<file path="config.mk">
export PLATFORM = sky130hd
export DESIGN_NAME = pdc_div
export DESIGN_NICKNAME = d
export VERILOG_FILES = /design/src/rtl/pdc_div.sv
export SDC_FILE = /design/constraint.sdc
export NUM_CORES = 1
export LEC_CHECK = 0
export ABC_AREA = 1
export ABC_CLOCK_PERIOD_IN_PS = 2000
export BUFFER_PORTS_ARGS = -buffer_cell sky130_fd_sc_hd__buf_2
export CORE_UTILIZATION = 52
export CTS_BUF_LIST = sky130_fd_sc_hd__clkbuf_2
export CTS_CLUSTER_DIAMETER = 120
export CTS_CLUSTER_SIZE = 20
export DETAILED_ROUTE_END_ITERATION = 12
export HOLD_SLACK_MARGIN = 0.1
export PLACE_DENSITY_LB_ADDON = 0.12
export REMOVE_ABC_BUFFERS = 1
export SYNTH_ARGS = -nofsm -noshare
export SYNTH_HDL_FRONTEND = slang
export SYNTH_SLANG_ARGS = --single-unit
</file>
<file path="constraint.sdc">
create_clock -name clk -period 2 [get_ports clk]
set_input_delay 0.4 -clock clk [delete_from_list [all_inputs] [get_ports clk]]
set_output_delay 0.4 -clock clk [all_outputs]
set_load 0.02 [all_outputs]
</file>
<file path="src/rtl/pdc_div.sv">
`timescale 1ns / 1ps
// Pipelined restoring divider, one quotient bit per register stage.
// Standalone; used by the compositor top level.
module pdc_div #(
    parameter int NUM_W = 27,
    parameter int DEN_W = 17,
    parameter int QUO_W = 10
) (
    input  logic             clk,
    input  logic             en,
    input  logic [NUM_W-1:0] num,
    input  logic [DEN_W-1:0] den,
    output logic [QUO_W-1:0] quo
);

    localparam int CMP_W = (NUM_W > DEN_W + QUO_W) ? NUM_W : DEN_W + QUO_W;

    for (genvar k = 0; k < QUO_W; k++) begin : g_step
        localparam int BIT = QUO_W - 1 - k;
        logic [CMP_W-1:0] rem_reg;
        logic [DEN_W-1:0] den_reg;
        logic [QUO_W-1:0] q_reg;
        logic [CMP_W-1:0] rem_in;
        logic [CMP_W-1:0] sub;
        logic [DEN_W-1:0] den_in;
        logic [QUO_W-1:0] q_in;
        logic             ge;

        if (k == 0) begin : g_first
            assign rem_in = CMP_W'(num);
            assign den_in = den;
            assign q_in   = '0;
        end else begin : g_next
            assign rem_in = g_step[k-1].rem_reg;
            assign den_in = g_step[k-1].den_reg;
            assign q_in   = g_step[k-1].q_reg;
        end

        assign sub = CMP_W'(den_in) << BIT;
        assign ge  = (rem_in >= sub);

        // Subtract the shifted divisor when it fits, set this quotient bit.
        always_ff @(posedge clk)
        begin
            if (en)
            begin
                rem_reg <= ge ? (rem_in - sub) : rem_in;
                den_reg <= den_in;
                q_reg   <= q_in | (QUO_W'(ge) << BIT);
            end
        end
    end

    assign quo = g_step[QUO_W-1].q_reg;

endmodule

</file>
==> impl_metrics.json <==
{
  "hpwl_mm": 70.6,
  "die_h_um": 243,
  "crit_cells": 1,
  "netlist_area_mm2": 0.0303,
  "ys_seq_area_share_pct": 44.7,
  "violations": "negative setup slack",
  "period_share_pct": 120,
  "vdd_drop_max_mv": 0.707,
  "clockBufferDepth": 3,
  "grt_max_degree": 76,
  "overflow": 0,
  "synth_cell_type_count": 46,
  "cp-end-kind": "primary output",
  "synth_area_leaders": "edfxtp_1 45%, nand2_1 20%, inv_1 9.3%",
  "power.leakage_nw": 22.6,
  "wl_per_cell_um": 18.8,
  "synth-edff-count": 451,
  "synth.most_common_cell": "nand2_1",
  "yosys_warnings": 0,
  "row_count": 88,
  "largest_reg_flops": 243,
  "root_buffer": "clkbuf_2",
  "max-cap-violations": 0,
  "synthTopCellsByCount": "1613 x nand2_1, 754 x inv_1, 451 x edfxtp_1, 280 x nor2_1, 213 x nand3_1",
  "crit_arrival_ps": 2000,
  "drv_slew": 0,
  "nFillCells": 3397,
  "grt_pass1_wl_mm": 155,
  "max_clock_freq_mhz": 417,
  "cp_top_family": "flip-flops",
  "crit_path_cell_trace": "buf_6",
  "p_per_area_mw_per_mm2": 1120,
  "first_pass_iters": 6,
  "dr.first_iter.drc_count": 2642,
  "cts_tree": "yes",
  "crit_required_ps": 1600,
  "post-route-drc-count": 0,
  "path_clk_slew_ps": 420,
  "start_util_pct": 52.6,
  "r2r_slack_ps": -380,
  "crit_path_end": "quo[5]",
  "coreArea_mm2": 0.0576,
  "gp_congestion": 0.950,
  "netlist.area_leader.share_pct": 44.7,
  "rsz0062_at_grt": "yes",
  "numCtsBuffers": 26,
  "crit_fanout": 1,
  "clock_latency_ps": 1290,
  "path_buf_inv": 1,
  "max_stage_delay_ps": 580,
  "worst-r2r-cell-count": 14,
  "yosysTopAreaCell": "edfxtp_1",
  "critPathKind": "register to primary output",
  "timing.final.crit_period_ps": 2400,
  "min_path_type": "input pin to register",
  "outcome": "finished, violations left",
  "postPlaceCellArea_mm2": 0.0374,
  "synth_ff_type": "edfxtp_1",
  "finalSetupTns_ps": -36830,
  "fin_skew_ps": 152,
  "via_count": 31600,
  "drive_above_1_share_pct": 41.8,
  "clock_sinks": 451,
  "syn_inst": 3971,
  "design_area_mm2": 0.0462,
  "max-slew-margin-rel_pct": 52.1,
  "grt.total_usage_pct": 33.2,
  "routed_wl_mm": 112,
  "hold_ws_ps": 141,
  "pre_cts_ws_ps": -345,
  "startpoint": "quo[5]$_DFFE_PP_",
  "synth_async_sr_flop_share_pct": 0,
  "io_buffer_count": 55,
  "synth_area_per_cell_um2": 7.63,
  "die_area_mm2": 0.0592,
  "slowest_stage": "edfxtp_1",
  "grt_pass1_vias": 29600,
  "reg2reg_from": "g_step[0].den_reg[6]$_DFFE_PP_",
  "htree_levels": 1,
  "ys_ff_latch": 451,
  "syn2layout_area_growth_pct": 52.7,
  "io_pins": 56,
  "fin_ws_ps": -400,
  "cp-start-kind": "register",
  "r2r_end": "g_step[1].rem_reg[21]$_DFFE_PP_",
  "fin_nets": 5385,
  "worst_slew_pin_slew_ps": 718,
  "die_w_um": 243,
  "setup_viol": 200,
  "via_per_inst": 5.33,
  "drtAntennaViolNets": 0,
  "finalHoldViolCount": 0,
  "antenna_found_initial": 2
}
-- kinds of logic (layout without fill, tap and decap cells) --
logic type	Yosys count	in the layout	share of synthesized area (%)
other cells	0	2	0
fa+ha+maj	179	179	7.62
buf+inv	798	1986	10.5
compound gates	177	177	3.61
xor+xnor	73	73	2.11
flops	451	451	44.7
simple gates	2293	2296	31.4
-- what timing repair did --
action,CTS,global route
endpoints found under the setup margin,197,212
buffers inserted,171,94
hold buffers,105,1
resized for setup,643,696
gates cloned,21,2
pin swaps,212,287
hold endpoints to repair,496,1
-- cell usage in the layout (no fill, tap or decap), types with 46 or more instances in the layout --
cell and instances:
nand2_4 139, nand3_2 62, ha_1 48, nand3_1 138, nand4_1 46, nor2_4 59, ha_4 115, inv_1 663
nand2_2 339, nor2_1 201, a21oi_2 49, buf_6 74, edfxtp_1 451, dlygate4sd3_1 105, nand2_1 1152, nor2_2 53
xor2_1 55, inv_2 91, a21oi_1 61, buf_4 906
-- stage by stage --
step / instances / util [%] / total power, W
after CTS: 5851 / 74.8 / 0.0455
after detailed placement: 5533 / 64.9 / 0.0378
after global placement: 5533 / 64.9 / 0.0376
final: 5929 / 80.3 / 0.0516
after global routing: 5928 / 80.3 / 0.0545
after floorplan: 3941 / - / 0.0268
-- metal layers --
layer  up-vias  track usage (%)  share of wire, %
li1      14800                -                 -
met1     14700             41.6                38
met2      1612             59.0                49
met3       517             2.82               6.4
met4         0             13.5               6.2
met5         -                0                 0
-- final cells by class --
cell class	count	area [um^2]	share of cell area, %
multi-input combinational	2725	18500	40.1
antenna	2	5.00	0.0108
timing repair inverter	2	27.5	0.0595
tap	765	957	2.07
inverter	768	2930	6.34
timing repair buffer	1186	10100	21.8
clock buffer	27	135	0.292
sequential	451	13500	29.3
clock inverter	3	42.5	0.0920
-- how the worst min path moves through the flow --
| stage | startpoint | to | slack, ps | cells past startpoint |
|---|---|---|---|---|
| 2_1_floorplan | g_step[0].q_reg[9]$_DFFE_PP_ | g_step[1].q_reg[9]$_DFFE_PP_ | 400 | 0 |
| 3_3_place_gp | g_step[6].q_reg[9]$_DFFE_PP_ | g_step[7].q_reg[9]$_DFFE_PP_ | 400 | 0 |
| 3_5_place_dp | g_step[7].q_reg[8]$_DFFE_PP_ | g_step[8].q_reg[8]$_DFFE_PP_ | 400 | 0 |
| 4_1_cts | num[26] | g_step[0].rem_reg[26]$_DFFE_PP_ | 120 | 5 |
| 5_1_grt | num[9] | g_step[0].rem_reg[10]$_DFFE_PP_ | 70 | 7 |
| 6_report | num[9] | g_step[0].rem_reg[10]$_DFFE_PP_ | 140 | 7 |
-- power breakdown --
part           internal, W  switching (W)
clock             0.000494        0.00292
combinational       0.0154         0.0180
sequential          0.0130        0.00178
total               0.0289         0.0227
(Power assumes the default switching activity.)
